[config.mk]
export PLATFORM = sky130hd
export DESIGN_NAME = sms_ram
export DESIGN_NICKNAME = d
export VERILOG_FILES = /design/src/sms_ram.sv
export SDC_FILE = /design/constraint.sdc
export NUM_CORES = 2
export LEC_CHECK = 0
export BUFFER_PORTS_ARGS = -buffer_cell sky130_fd_sc_hd__buf_2
export CAP_MARGIN = 20
export CORE_UTILIZATION = 40
export DETAILED_ROUTE_END_ITERATION = 6
export GPL_TIMING_DRIVEN = 1
export SETUP_SLACK_MARGIN = 0.02
export SLEW_MARGIN = 20
export SYNTH_ARGS = -nofsm -noshare
export SYNTH_HDL_FRONTEND = slang
export SYNTH_SLANG_ARGS = --single-unit
[constraint.sdc]
create_clock -name clock -period 5.3 [get_ports clock]
set_input_delay 0.53 -clock clock [delete_from_list [all_inputs] [get_ports clock]]
set_output_delay 0.53 -clock clock [all_outputs]
set_load 0.01 [all_outputs]
[src/sms_ram.sv]
module sms_ram #(
   parameter int DEPTH = 64,
   parameter int WIDTH = 32
) (
   input  logic                     clock,
   input  logic                     wr_en,
   input  logic [$clog2(DEPTH)-1:0] wr_addr,
   input  logic [WIDTH-1:0]         wr_data,
   input  logic [$clog2(DEPTH)-1:0] rd_addr_p,
   input  logic [$clog2(DEPTH)-1:0] rd_addr_q,
   output logic [WIDTH-1:0]         rd_data_p,
   output logic [WIDTH-1:0]         rd_data_q
);

   logic [WIDTH-1:0] mem [DEPTH];

   // one write port, two registered read ports
   always_ff @(posedge clock) begin
      if (wr_en) begin
         mem[wr_addr] <= wr_data;
      end
      rd_data_p <= mem[rd_addr_p];
      rd_data_q <= mem[rd_addr_q];
   end

endmodule

### Yosys cells after proc, flatten, opt, wreduce, memory -nomap -nowiden

Memories as Yosys holds them, arrays and structs flattened. A register that Yosys moved wholly into a read port is not among the register bits.
Cells that the tools add are included.

| cells by class | value |
|---|---|
| multiplexer cells | 2 |

Operator list:

| operator | count |
|---|---|
| 1-bit two-way mux | 2 |

| word-level totals | value |
|---|---|
| bits in registers | 0 |
| memory bits (writable) | 2048 |
| input port bits | 52 |
| output and inout bits | 64 |
| word-level logic and storage cells | 3 |
| memories | 1 |

Memories:

| memory | depth | width | rd ports | clocked after memory_dff | write ports | RTL line | source |
|---|---|---|---|---|---|---|---|
| mem | 64 | 32 | 2 | 2 | 1 | 15 | `logic [WIDTH-1:0] mem [DEPTH];` |

### Depth between registers and ports, before layout

| depth | value |
|---|---|
| word-level depth | 2 |
| mapped depth | 10 |
| gate-level depth less buffers | 5 |

### Least setup slack after synthesis

No wires, ideal clock.

| timing | value |
|---|---|
| path type | input to register |
| start | input port wr_addr[3] |
| end | memory mem[48][0], enable pin |
| library setup time | 461 ps |
| arrival | 3260 ps |
| required time | 4839 ps |
| slack | 1579 ps |
| cell stages on the path | 4 |
| buffers on the path | 1 |
| path through | clkbuf_1 nor2b_1 nand4b_1 nor3_1 |

RTL lines:

| what | RTL line | source |
|---|---|---|
| from (decl) | 7 | `input logic [$clog2(DEPTH)-1:0] wr_addr,` |
| to (decl) | 15 |  |

Straight into the memory's write port.

==> out/qor.log <==
qor: floorplan.die-width 491 um
qor: sta.min_period 3.09 ns
qor: routing.vias_per_inst 6.48
qor: yosys.syn_area_per_cell 21.7 um2
qor: yosys.synthesis_warnings 0
qor: yosys.synthDistinctLibCells 38
qor: critical_path.worstSetupEndpoint rd_data_q[6]$_DFF_P_
qor: critical_path.worst_ep_required_time 6.00 ns
qor: clocking.cts_buffers 214
qor: yosys.top_flip_flop_cell_by_instance_count_after_synthesis edfxtp_1
qor: global_routing.grt_remaining_overflow 0
qor: clocking.cts_buffer_depth 3
qor: floorplan.core 238000 um2
qor: floorplan.die_area 241000 um2
qor: status.failed_checks design-rule violations
qor: critical_path.cp-start-kind input pin
qor: yosys.ys_ff_latch 2112
qor: pwr.switching_part_of_the_total 23.0%
qor: sta.clock_skew 0.0468 ns
qor: placed_design.post_dp_cell_area 101000 um2
qor: clocking.clkTransAtPathRegs 0.06 ns
qor: pwr.switchingPower 8.53 mW
qor: global_routing.grt_antenna_before_repair 23
qor: yosys.yosysSeqAreaShare 65.6%
qor: sta.worst_slew_margin_rel 21.6%
qor: layout.design.final.nets 4657
qor: placed_design.gp_routability_congestion 0.833
qor: yosys.syn-cell-area 95700 um2
qor: yosys.netlist_instances 4412
qor: layout.layout-area-overhead-vs-synth 13.2%
qor: layout.mostFrequentLayoutCell edfxtp_1
qor: flow_run.maxCapViolations 0
qor: sta.report.final.slew_viol_count 0
qor: layout.fin_area 108000 um2
qor: pwr.combinationalPowerShare 8.2%
qor: pwr.vdd.ir_drop.worst 0.275 mV
qor: critical_path.rr_endpoint rd_data_q[24]$_DFF_P_
qor: pwr.total_power 37.0 mW
qor: sta.setup_viol 0
qor: clocking.cts-htree-levels 4
qor: placed_design.placement.io_buffers 115
qor: sta.achievable-frequency 323 MHz
qor: floorplan.initial_core_util 40.2%
qor: clocking.clk-insertion-delay-late 0.91 ns
qor: routing.firstDrtPassIters 7
qor: global_routing.largest_net_degree_at_the_start_of_global_routing 85
qor: floorplan.die_outline_height 491 um
qor: clocking.post_cts_hold_buffer_count 0
qor: clocking.cts_tree done
qor: clocking.clock_tree.root_cell clkbuf_16
qor: sta.timing.final.crit_share 58.3%
qor: routing.post_drt_antenna_nets 0
qor: clocking.tritoncts_num_sinks 2112
qor: clocking.cts_setup_buffers 0
qor: critical_path.r2r.worst_path.cells 4
qor: floorplan.core.rowCount 179
qor: pwr.power_internal 28.5 mW
qor: global_routing.first_global_vias 52400
qor: placed_design.post-dp-hpwl 179000 um
qor: global_routing.grt_pass1_wl 421000 um
qor: pwr.p_leak 33.7 nW
qor: layout.share_of_cells_above_drive_strength_1 39.5%
qor: sta.worst_pin_slew 1.17 ns
qor: critical_path.crit_start rd_addr_q[0]
qor: yosys.synth_enable_flop_cells 2048
qor: sta.grt_setup_unrepaired false
qor: pwr.power_per_cell_area 342 nW/um2
qor: routing.drt_iter0_markers 7127
qor: routing.dr_total_vias 51600
qor: clocking.post_cts_resize_count 0
qor: pwr.share_clk_of_total_power 41.5%
qor: routing.wl 301000 um
qor: pwr.sequentialPowerShare 50.3%
qor: yosys.synthesis.nets 4464
qor: sta.fin_tns_setup 0 ns
qor: routing.drc 57
qor: status.status finished with violations
qor: routing.routedWlPerCell 37.8 um
qor: layout.postLayoutCoreUtil 45.5%
qor: critical_path.end_kind flop
qor: layout.mostFrequentLayoutCells 2048 x edfxtp_1, 1124 x mux4_2, 217 x clkbuf_16, 204 x mux2i_1, 196 x buf_4
qor: critical_path.critical_path_peak_fanout 45
qor: yosys.async_reset_ff_share 0%
qor: floorplan.ios 116
qor: critical_path.worst-r2r-setup-slack 2.60 ns
qor: global_routing.grtUsageTotal 25.0%
qor: critical_path.worst-setup-path-type in -> reg
qor: critical_path.arrival 3.79 ns
qor: min_path.worstHoldPathType in -> reg
qor: sta.hold_viol_final 0
qor: critical_path.timing.rr.start mem[31][24]$_DFFE_PP_
## power groups by stage
stage | Sequential, mW | Combinational, mW | Clock, mW
finish | 18.6 | 3.03 | 15.4
detailed placement | 19.0 | 3.02 | 0
global placement | 19.0 | 3.01 | 0
floorplan | 18.9 | 1.77 | 0
global route | 18.6 | 3.17 | 16.1
CTS | 18.6 | 3.03 | 15.6
## flip-flops by register name (all words and copies together) (netlist names)
register   flops
rd_data_q     32
rd_data_p     32
mem         2048
## synth_stat cells (all sizes together) (2+ instances only)
cell	count	area [um2]
a22oi	85	638
clkbuf	135	507
o32a	9	90.1
nor3	3	15.0
o22ai	56	350
a32oi	9	78.8
a221oi	13	114
nand4	2	12.5
edfxtp	2048	61500
a21oi	58	290
or3	2	12.5
o21ai	49	245
nand2b	8	50.1
mux4	1124	25300
nand3	9	45.0
dfxtp	64	1280
mux2i	204	2040
and2	6	37.5
nor2	94	353
buf	212	1240
nand2	93	349
o211ai	27	203
nor2b	19	119
or2	3	18.8
nand3b	6	45.0
or3b	2	17.5
o221ai	16	140
a211oi	15	113
mux2	36	405
## final cells by class
class                      count  area (um2)
clock inverter               103        1140
fill                       19800      130000
tap                         3167        3960
clock buffer                 299        5980
sequential                  2112       62800
timing repair buffer         324        2700
multi-input combinational   1952       31700
inverter                       1        3.75
antenna                        7        17.5
## worst max-delay path: stages
cell and delay [ns]:
buf_8 0.39, buf_4 0.84, mux4_2 0.63, mux4_2 0.53
o22ai_1 0.54, a21oi_1 0.19
## per-layer routing
metal  track usage (%)  vias to the layer above  share of wire [%]
met3              4.93                      439                9.4
met1              34.7                    28400                 39
li1                  -                    19900                  -
met5                 0                        -              0.032
met2              40.2                     2812                 48
met4              7.03                       14                2.9
## cell families (layout without fill, tap and decap cells)
kind of cell    count (synthesis)  in the layout  share of synthesized area (%)
compound gates                340            340                           2.39
simple gates                  248            248                           1.13
mux                          1364           1364                           29.0
buf+inv                       348            727                           1.83
other cells                     0              7                              0
flops                        2112           2112                           65.6
## worst min-delay path by stage
stage / slack [ns] / cells after the start / endpoint / startpoint
5_1_grt: 0.19 / 1 / mem[13][19]$_DFFE_PP_ / wr_data[19]
2_1_floorplan: 0.63 / 0 / mem[0][0]$_DFFE_PP_ / wr_data[0]
3_3_place_gp: 0.84 / 5 / rd_data_p[1]$_DFF_P_ / mem[16][1]$_DFFE_PP_
3_5_place_dp: 0.87 / 5 / rd_data_p[1]$_DFF_P_ / mem[19][1]$_DFFE_PP_
6_report: 0.19 / 1 / mem[40][17]$_DFFE_PP_ / wr_data[17]
4_1_cts: 0.18 / 1 / mem[0][31]$_DFFE_PP_ / wr_data[31]
## metrics by stage
stage	setup WS [ns]	hold slack, ns	std cells
floorplan	1.58	0.629	4412
global placement	1.44	0.843	7555
detailed placement	1.39	0.875	7556
CTS	2.32	0.183	7958
global route	2.18	0.191	7960
finish	2.21	0.188	7965
Note: power is estimated with default switching activity, not from simulation.
