## config.mk

```make
export PLATFORM = sky130hd
export DESIGN_NAME = sms_merge
export DESIGN_NICKNAME = d
export VERILOG_FILES = /design/src/sms_pkg.sv /design/src/sms_merge.sv
export SDC_FILE = /design/constraint.sdc
export NUM_CORES = 1
export LEC_CHECK = 0
export BUFFER_PORTS_ARGS = -buffer_cell sky130_fd_sc_hd__buf_2
export CAP_MARGIN = 40
export CORE_MARGIN = 1
export CORE_UTILIZATION = 54
export CTS_CLUSTER_SIZE = 20
export DETAILED_ROUTE_END_ITERATION = 6
export PLACE_DENSITY = 0.89
export SLEW_MARGIN = 30
export SYNTH_ARGS = -nofsm -noshare
export SYNTH_HDL_FRONTEND = slang
export SYNTH_SLANG_ARGS = --single-unit
```

## constraint.sdc

```tcl
create_clock -name clock -period 6.55 [get_ports clock]
set_clock_uncertainty 0.05 [all_clocks]
set_input_delay 0.655 -clock clock [delete_from_list [all_inputs] [get_ports clock]]
set_output_delay 0.655 -clock clock [all_outputs]
set_load 0.005 [all_outputs]
```

## src/sms_pkg.sv

```systemverilog
package sms_pkg;

   // buffer size and stored value width
   localparam int MAX_ITEMS  = 64;
   localparam int VALUE_BITS = 32;
   localparam int PORT_BITS  = 32;
   localparam int IDX_BITS   = (MAX_ITEMS > 1) ? $clog2(MAX_ITEMS) : 1;
   localparam int CNT_BITS   = $clog2(MAX_ITEMS + 1);

   typedef logic [VALUE_BITS-1:0]      value_type;
   typedef logic signed [PORT_BITS-1:0] port_value_type;
   typedef logic [IDX_BITS-1:0]        idx_type;
   typedef logic [CNT_BITS-1:0]        cnt_type;
   typedef logic [CNT_BITS:0]          run_width_type;
   typedef logic [CNT_BITS+1:0]        sum_type;

   typedef enum logic [2:0] {
      T_LOAD,
      T_SORT,
      T_EMIT_RD,
      T_EMIT_LD,
      T_EMIT_WAIT
   } top_state_type;

   typedef enum logic [1:0] {
      M_IDLE,
      M_PRIME,
      M_MERGE
   } merge_state_type;

   // memory accesses driven by the merge sequencer
   typedef struct packed {
      logic      we_a;
      logic      we_b;
      idx_type   waddr;
      value_type wdata;
      idx_type   raddr_p;
      idx_type   raddr_q;
   } merge_ctrl_type;

   // merge sequencer status
   typedef struct packed {
      logic busy;
      logic sel;
   } merge_stat_type;

   // port value to stored width, sign-extended or cut
   function automatic value_type widen(input port_value_type x);
      value_type r;
      int b;
      for (b = 0; b < VALUE_BITS; b++) begin
         r[b] = x[(b < PORT_BITS) ? b : PORT_BITS - 1];
      end
      return r;
   endfunction

   // stored value back to port width
   function automatic port_value_type narrow(input value_type v);
      port_value_type r;
      int b;
      for (b = 0; b < PORT_BITS; b++) begin
         r[b] = v[(b < VALUE_BITS) ? b : VALUE_BITS - 1];
      end
      return r;
   endfunction

   // smaller of a run bound and the set size
   function automatic cnt_type clamp(input sum_type s, input cnt_type n);
      cnt_type r;
      if (s > sum_type'(n)) begin
         r = n;
      end else begin
         r = s[CNT_BITS-1:0];
      end
      return r;
   endfunction

endpackage

```

## src/sms_merge.sv

```systemverilog
module sms_merge (
   input  logic                    clock,
   input  logic                    reset,
   input  logic                    start,
   input  sms_pkg::cnt_type        start_count,
   input  sms_pkg::value_type      a_rd_p,
   input  sms_pkg::value_type      a_rd_q,
   input  sms_pkg::value_type      b_rd_p,
   input  sms_pkg::value_type      b_rd_q,
   output sms_pkg::merge_ctrl_type ctrl,
   output sms_pkg::merge_stat_type stat
);

   sms_pkg::merge_state_type state_ff, state_in;
   sms_pkg::cnt_type         count_ff, count_in;
   sms_pkg::run_width_type   width_ff, width_in;
   sms_pkg::cnt_type         i_ff, i_in;
   sms_pkg::cnt_type         j_ff, j_in;
   sms_pkg::cnt_type         k_ff, k_in;
   sms_pkg::cnt_type         mid_ff, mid_in;
   sms_pkg::cnt_type         hi_ff, hi_in;
   logic                     src_ff, src_in;

   sms_pkg::value_type     head_p, head_q;
   logic                   take_p;
   sms_pkg::cnt_type       k_nx, mid_nx, hi_nx;
   sms_pkg::run_width_type width_nx;

   // heads of the two runs come from the source memory
   assign head_p = src_ff ? b_rd_p : a_rd_p;
   assign head_q = src_ff ? b_rd_q : a_rd_q;

   assign stat.busy = (state_ff != sms_pkg::M_IDLE);
   assign stat.sel  = src_ff;

   // pass and run sequencing, one merged item per cycle while merging
   always_comb begin
      state_in = state_ff;
      count_in = count_ff;
      width_in = width_ff;
      i_in     = i_ff;
      j_in     = j_ff;
      k_in     = k_ff;
      mid_in   = mid_ff;
      hi_in    = hi_ff;
      src_in   = src_ff;
      take_p   = 1'b0;
      k_nx     = sms_pkg::CNT_BITS'(k_ff + 1'b1);
      width_nx = sms_pkg::run_width_type'(width_ff << 1);
      mid_nx   = sms_pkg::clamp(sms_pkg::sum_type'(hi_ff) + sms_pkg::sum_type'(width_ff),
                                count_ff);
      hi_nx    = sms_pkg::clamp(sms_pkg::sum_type'(hi_ff) + sms_pkg::sum_type'(width_nx),
                                count_ff);
      ctrl.we_a    = 1'b0;
      ctrl.we_b    = 1'b0;
      ctrl.waddr   = k_ff[sms_pkg::IDX_BITS-1:0];
      ctrl.wdata   = head_q;
      ctrl.raddr_p = i_ff[sms_pkg::IDX_BITS-1:0];
      ctrl.raddr_q = j_ff[sms_pkg::IDX_BITS-1:0];

      case (state_ff)
         sms_pkg::M_IDLE: begin
            if (start) begin
               count_in = start_count;
               width_in = sms_pkg::run_width_type'(1);
               src_in   = 1'b0;
               if (start_count > sms_pkg::CNT_BITS'(1)) begin
                  state_in = sms_pkg::M_PRIME;
               end
            end
         end
         sms_pkg::M_PRIME: begin
            // first run pair of a pass
            mid_in = sms_pkg::clamp(sms_pkg::sum_type'(width_ff), count_ff);
            hi_in  = sms_pkg::clamp(sms_pkg::sum_type'(width_nx), count_ff);
            i_in   = '0;
            j_in   = mid_in;
            k_in   = '0;
            ctrl.raddr_p = '0;
            ctrl.raddr_q = mid_in[sms_pkg::IDX_BITS-1:0];
            state_in = sms_pkg::M_MERGE;
         end
         sms_pkg::M_MERGE: begin
            // left run wins ties, which keeps the sort stable
            take_p = (i_ff < mid_ff) &&
                     ((j_ff >= hi_ff) || ($signed(head_p) <= $signed(head_q)));
            ctrl.we_a  = src_ff;
            ctrl.we_b  = !src_ff;
            ctrl.wdata = take_p ? head_p : head_q;
            i_in = sms_pkg::CNT_BITS'(i_ff + sms_pkg::CNT_BITS'(take_p));
            j_in = sms_pkg::CNT_BITS'(j_ff + sms_pkg::CNT_BITS'(!take_p));
            k_in = k_nx;
            if (k_nx == hi_ff) begin
               if (hi_ff == count_ff) begin
                  // pass done: swap memories, double the run length
                  src_in   = !src_ff;
                  width_in = width_nx;
                  if (width_nx >= sms_pkg::run_width_type'(count_ff)) begin
                     state_in = sms_pkg::M_IDLE;
                  end else begin
                     state_in = sms_pkg::M_PRIME;
                  end
               end else begin
                  // next run pair follows without a gap
                  i_in   = hi_ff;
                  mid_in = mid_nx;
                  hi_in  = hi_nx;
                  j_in   = mid_nx;
               end
            end
            ctrl.raddr_p = i_in[sms_pkg::IDX_BITS-1:0];
            ctrl.raddr_q = j_in[sms_pkg::IDX_BITS-1:0];
         end
         default: begin
            state_in = sms_pkg::M_IDLE;
         end
      endcase
   end

   // control state
   always_ff @(posedge clock) begin
      if (reset) begin
         state_ff <= sms_pkg::M_IDLE;
         src_ff   <= 1'b0;
      end else begin
         state_ff <= state_in;
         src_ff   <= src_in;
      end
   end

   // run bounds and pointers
   always_ff @(posedge clock) begin
      count_ff <= count_in;
      width_ff <= width_in;
      i_ff     <= i_in;
      j_ff     <= j_in;
      k_ff     <= k_in;
      mid_ff   <= mid_in;
      hi_ff    <= hi_in;
   end

endmodule

```

After elaboration in Yosys (flattened, before gate mapping)
Cells that the tools add are included.

storage, ports and cells
  word-level logic and storage cells = 81
  input bits = 138
  flip-flop bits (word level) = 53
  memory bits (writable) = 0
  memories = 0
  bits in read-only memories = 0
  bits in latches = 0

operators by class
  bitwise gates (word level) = 0
  shift operators = 0
  reduce and logical (&&, ||, !) cells = 12
  multipliers = 0
  eq/ne operators = 9
  add/subtract/negate cells = 5
  magnitude comparators = 9
  multiplexer cells = 37
  divide/modulo/power cells = 0

operator list
  kind                 number
  $mux 32              4
  $mux 7               12
  $pmux 7 s2           5
  $le 32x32->1         1
  $mux 8               3
  $pmux 12 s2          1
  $add 7x8->9          2
  $gt 9x7->1           2
  $gt 8x7->1           2
  $pmux 8 s2           1
  $add 7x1->7          2
  $eq 7x7->1           2
  $mux 2               5
  $ne 2x2->1 const B   5
  $ge 8x7->1           1
  $reduce_and 4->1     2
  $add 7x1->7 const B  1
  $ge 7x7->1           1
  $gt 7x1->1 const B   1
  $lt 7x7->1           1
  $pmux 2 s3           1
  $reduce_bool 2->1    3
  $mux 1               4
  $reduce_and 3->1     1
  8 further kinds      9

Depth between registers and ports, before layout
  depth in word-level cells = 9
  mapped depth = 20

Worst setup path after synthesis
OpenSTA, ideal clock, no wires.

  kind = reg-to-output
  start point = register src_ff
  end point = output ctrl[4] (netlist bit)
  cell stages (with the launch flop) = 21
  buffers on the path = 3
  data required time = 5.845 ns
  data arrival time = 4.307 ns
  setup slack = 1.538 ns
  path through = dfxtp_1 -> clkbuf_1 -> clkbuf_1 -> buf_1 -> mux2i_1 -> inv_1 -> ha_1 -> a21oi_1 -> nand2_1 -> a221o_1 -> o31a_1 -> o211ai_1 -> nand3_1 -> ha_1 -> ha_1 -> nand2_1 -> nor2_1 -> or2_2 -> a21oi_1 -> o21ai_1 -> a21oi_1

RTL lines
  what                    RTL line          source
  from (decl)             sms_merge.sv:22   logic src_ff, src_in;
  from (signal assigned)  sms_merge.sv:127  src_ff <= src_in;
  to (decl)               sms_merge.sv:10   output sms_pkg::merge_ctrl_type ctrl,

==> impl_metrics.yaml <==
die:
  ios: 192
  rows: 39
  core_um2: 11600
  die_w_um: 112
  die_area_um2: 12500
  die_y_um: 112
  start_util_pct: 56.2
clocking:
  cts_tree: "built"
  htree_levels: 2
  clkSinkCount: 53
  cts_buffer_depth: 2
  ctsHoldBuffers: 0
  clk_pin_slew_ns: 0.07
  clock_latency_ns: 0.30
  cts_root_buf: "clkbuf_16"
  ctsResizeCount: 0
  post-cts-setup-buffers: 0
  cts_buffers: 5
global_routing:
  grt_use_met3_pct: 3.97
  top_usage_layer: "met2"
  met2_usage_pct: 48.6
  grt_max_degree: 44
  track_usage_pct: 29.2
  grt_pass1_wl_mm: 29.0
  grt_pass1_vias: 5907
  antenna_found_initial: 0
  overflow: 0
  use_met1_pct: 39.2
drt:
  vias: 6040
  viasPerCell: 6.06
  routed_wl_mm: 18.3
  ant_nets: 0
  drc: 6
  wire_per_inst_um: 18.4
  drt_iter0_markers: 512
  firstDrtPassIters: 7
power:
  swShare_pct: 46.8
  p_seq_share_pct: 22.9
  vdd_ir_drop_max_mv: 0.366
  power_switching_uw: 1680
  p_int_uw: 1910
  leakagePower_uw: 0.00380
  p_comb_share_pct: 67.4
  p_per_area_nw_per_um2: 464
  pwr-share-clk_pct: 9.7
synth:
  synth_edf_count: 50
  synth_warnings: 0
  yosysSeqAreaShare_pct: 24.0
  async_flop_share_pct: 0
  synth.avg_cell_area_um2: 9.56
  synth_cell_types: 62
  synth_ff_type: "edfxtp_1"
  ys_ff_latch: 53
  synth.cell_area_um2: 6500
  synth_fp_nets: 914
  synthCells: 680
placement:
  place_inst: 988
  portBuffers: 191
  pre_cts_ws_ns: 1.46
  gp_congestion: 0.947
  hpwl_mm: 14.6
final_layout:
  area_growth_pct: 19.1
  final_cell_mix: "191 x buf_2, 110 x mux2i_1, 94 x ha_1, 65 x inv_1, 50 x edfxtp_1"
  stdcell_count: 997
  finalNetCount: 1087
  drive_above_1_share_pct: 27.3
  mostFrequentLayoutCell: "buf_2"
  antennaDiodeCount: 0
setup_path:
  crit_arrival_ns: 4.77
  cp_max_fo: 43
  r2r_setup_slack_ns: 2.11
  crit_required_ns: 5.84
  path_class: "flip-flop to output port"
  cp-end-kind: "output port"
  worstSetupStartpointType: "flip-flop"
timing:
  worstMarginPinSlew_ns: 0.708
  fin_setup_tns_ns: 0
  period_needed_ns: 5.47
  rsz0062_at_grt: "no"
  fmax_ghz: 0.183
  slew_headroom_pct: 52.6
  fin_hold_ws_ns: 0.458
  finalSetupViolCount: 0
  finalHoldViolCount: 0
  slew_violations: 0
  fin_crit_sh_pct: 83.5
  fin_ws_ns: 1.08
min_path:
  worstHoldPathType: "flip-flop to flip-flop"
status:
  run_status: "finished, violations left"
  violations: "DRC"
flow_run:
  drv_cap: 0
[area by class of cell]
type / instances / area, µm²
Sequential cell: 53 / 1570
Clock inverter: 3 / 68.8
Tap cell: 143 / 179
Multi-Input combinational cell: 529 / 4510
Fill cell: 911 / 3830
Clock buffer: 5 / 125
Inverter: 66 / 248
Timing Repair Buffer: 198 / 1040
[path summary, 6_finish.rpt]
kind,from,endpoint,cells past startpoint
setup / recovery,src_ff,ctrl[4],18
hold / removal,state_ff[0],state_ff[0],2
setup reg to reg,src_ff,j_ff[4],17
hold reg to reg,state_ff[0],state_ff[0],2
[cells by family after synthesis]
kind of cell / after synthesis / share of synthesized area [%]
simple gates: 133 / 10.8
fa+ha+maj: 96 / 18.7
buf+inv: 98 / 6.56
xor+xnor: 37 / 5.62
mux: 120 / 18.7
compound gates: 143 / 15.6
flops: 53 / 24.0
[power by group through the flow]
stage | clock network (µW) | registers, µW | logic (µW)
2_1_floorplan | 0 | 732 | 1800
3_3_place_gp | 0 | 824 | 2270
3_5_place_dp | 0 | 821 | 2350
4_1_cts | 348 | 815 | 2390
5_1_grt | 358 | 841 | 2660
6_report | 348 | 822 | 2420
[flip-flops by register name, indices dropped and copies added (netlist names)]
name and count:
count_ff 7, hi_ff 7, i_ff 7, j_ff 7, k_ff 7, mid_ff 7, src_ff 1, state_ff 2
width_ff 8
[Yosys cell counts, types with 6 or more instances]
cell type,n,area [µm²]
a211o_1,6,52.6
a211oi_1,10,75.1
a21o_1,13,97.6
a21oi_1,47,235
and2_1,13,81.3
buf_1,6,22.5
buf_4,9,67.6
clkbuf_1,12,45.0
edfxtp_1,50,1500
ha_1,94,1180
inv_1,66,248
mux2_2,10,113
mux2i_1,110,1100
nand2_1,21,78.8
nand3_1,15,75.1
nand4_1,15,93.8
nor2_1,41,154
o211ai_1,6,45.0
o21a_1,7,52.6
o21ai_0,17,85.1
o31ai_1,6,45.0
xnor2_1,20,175
xor2_1,14,123
[worst max-delay path, cell delays in order (launching register included)]
cell      delay [ns]
dfxtp_4         0.55
buf_16          0.30
mux2i_1         0.27
inv_1           0.07
ha_1            0.34
a21oi_1         0.20
nand2_1         0.07
a221oi_1        0.31
o211ai_1        0.17
or3b_2          0.53
nand3_1         0.13
ha_1            0.17
ha_1            0.24
a31oi_1         0.11
or2_2           0.31
a21oi_1         0.17
o21ai_1         0.12
a21oi_1         0.21
buf_2           0.15
[metrics by stage]
stage	util (%)	power, µW	cell area [µm²]
2_1_floorplan	-	2540	6500
3_3_place_gp	64.8	3090	7500
3_5_place_dp	65.1	3170	7520
4_1_cts	66.7	3550	7720
5_1_grt	66.9	3860	7740
6_report	66.9	3590	7740
[layer usage]
layer	routed length [µm]	share of wire, %	up-vias
met5	0	0	-
met4	392	2.1	0
li1	-	-	2870
met1	7870	43	2861
met2	8670	47	270
met3	1380	7.5	39
No activity file was read; power rests on OpenSTA's default activity.
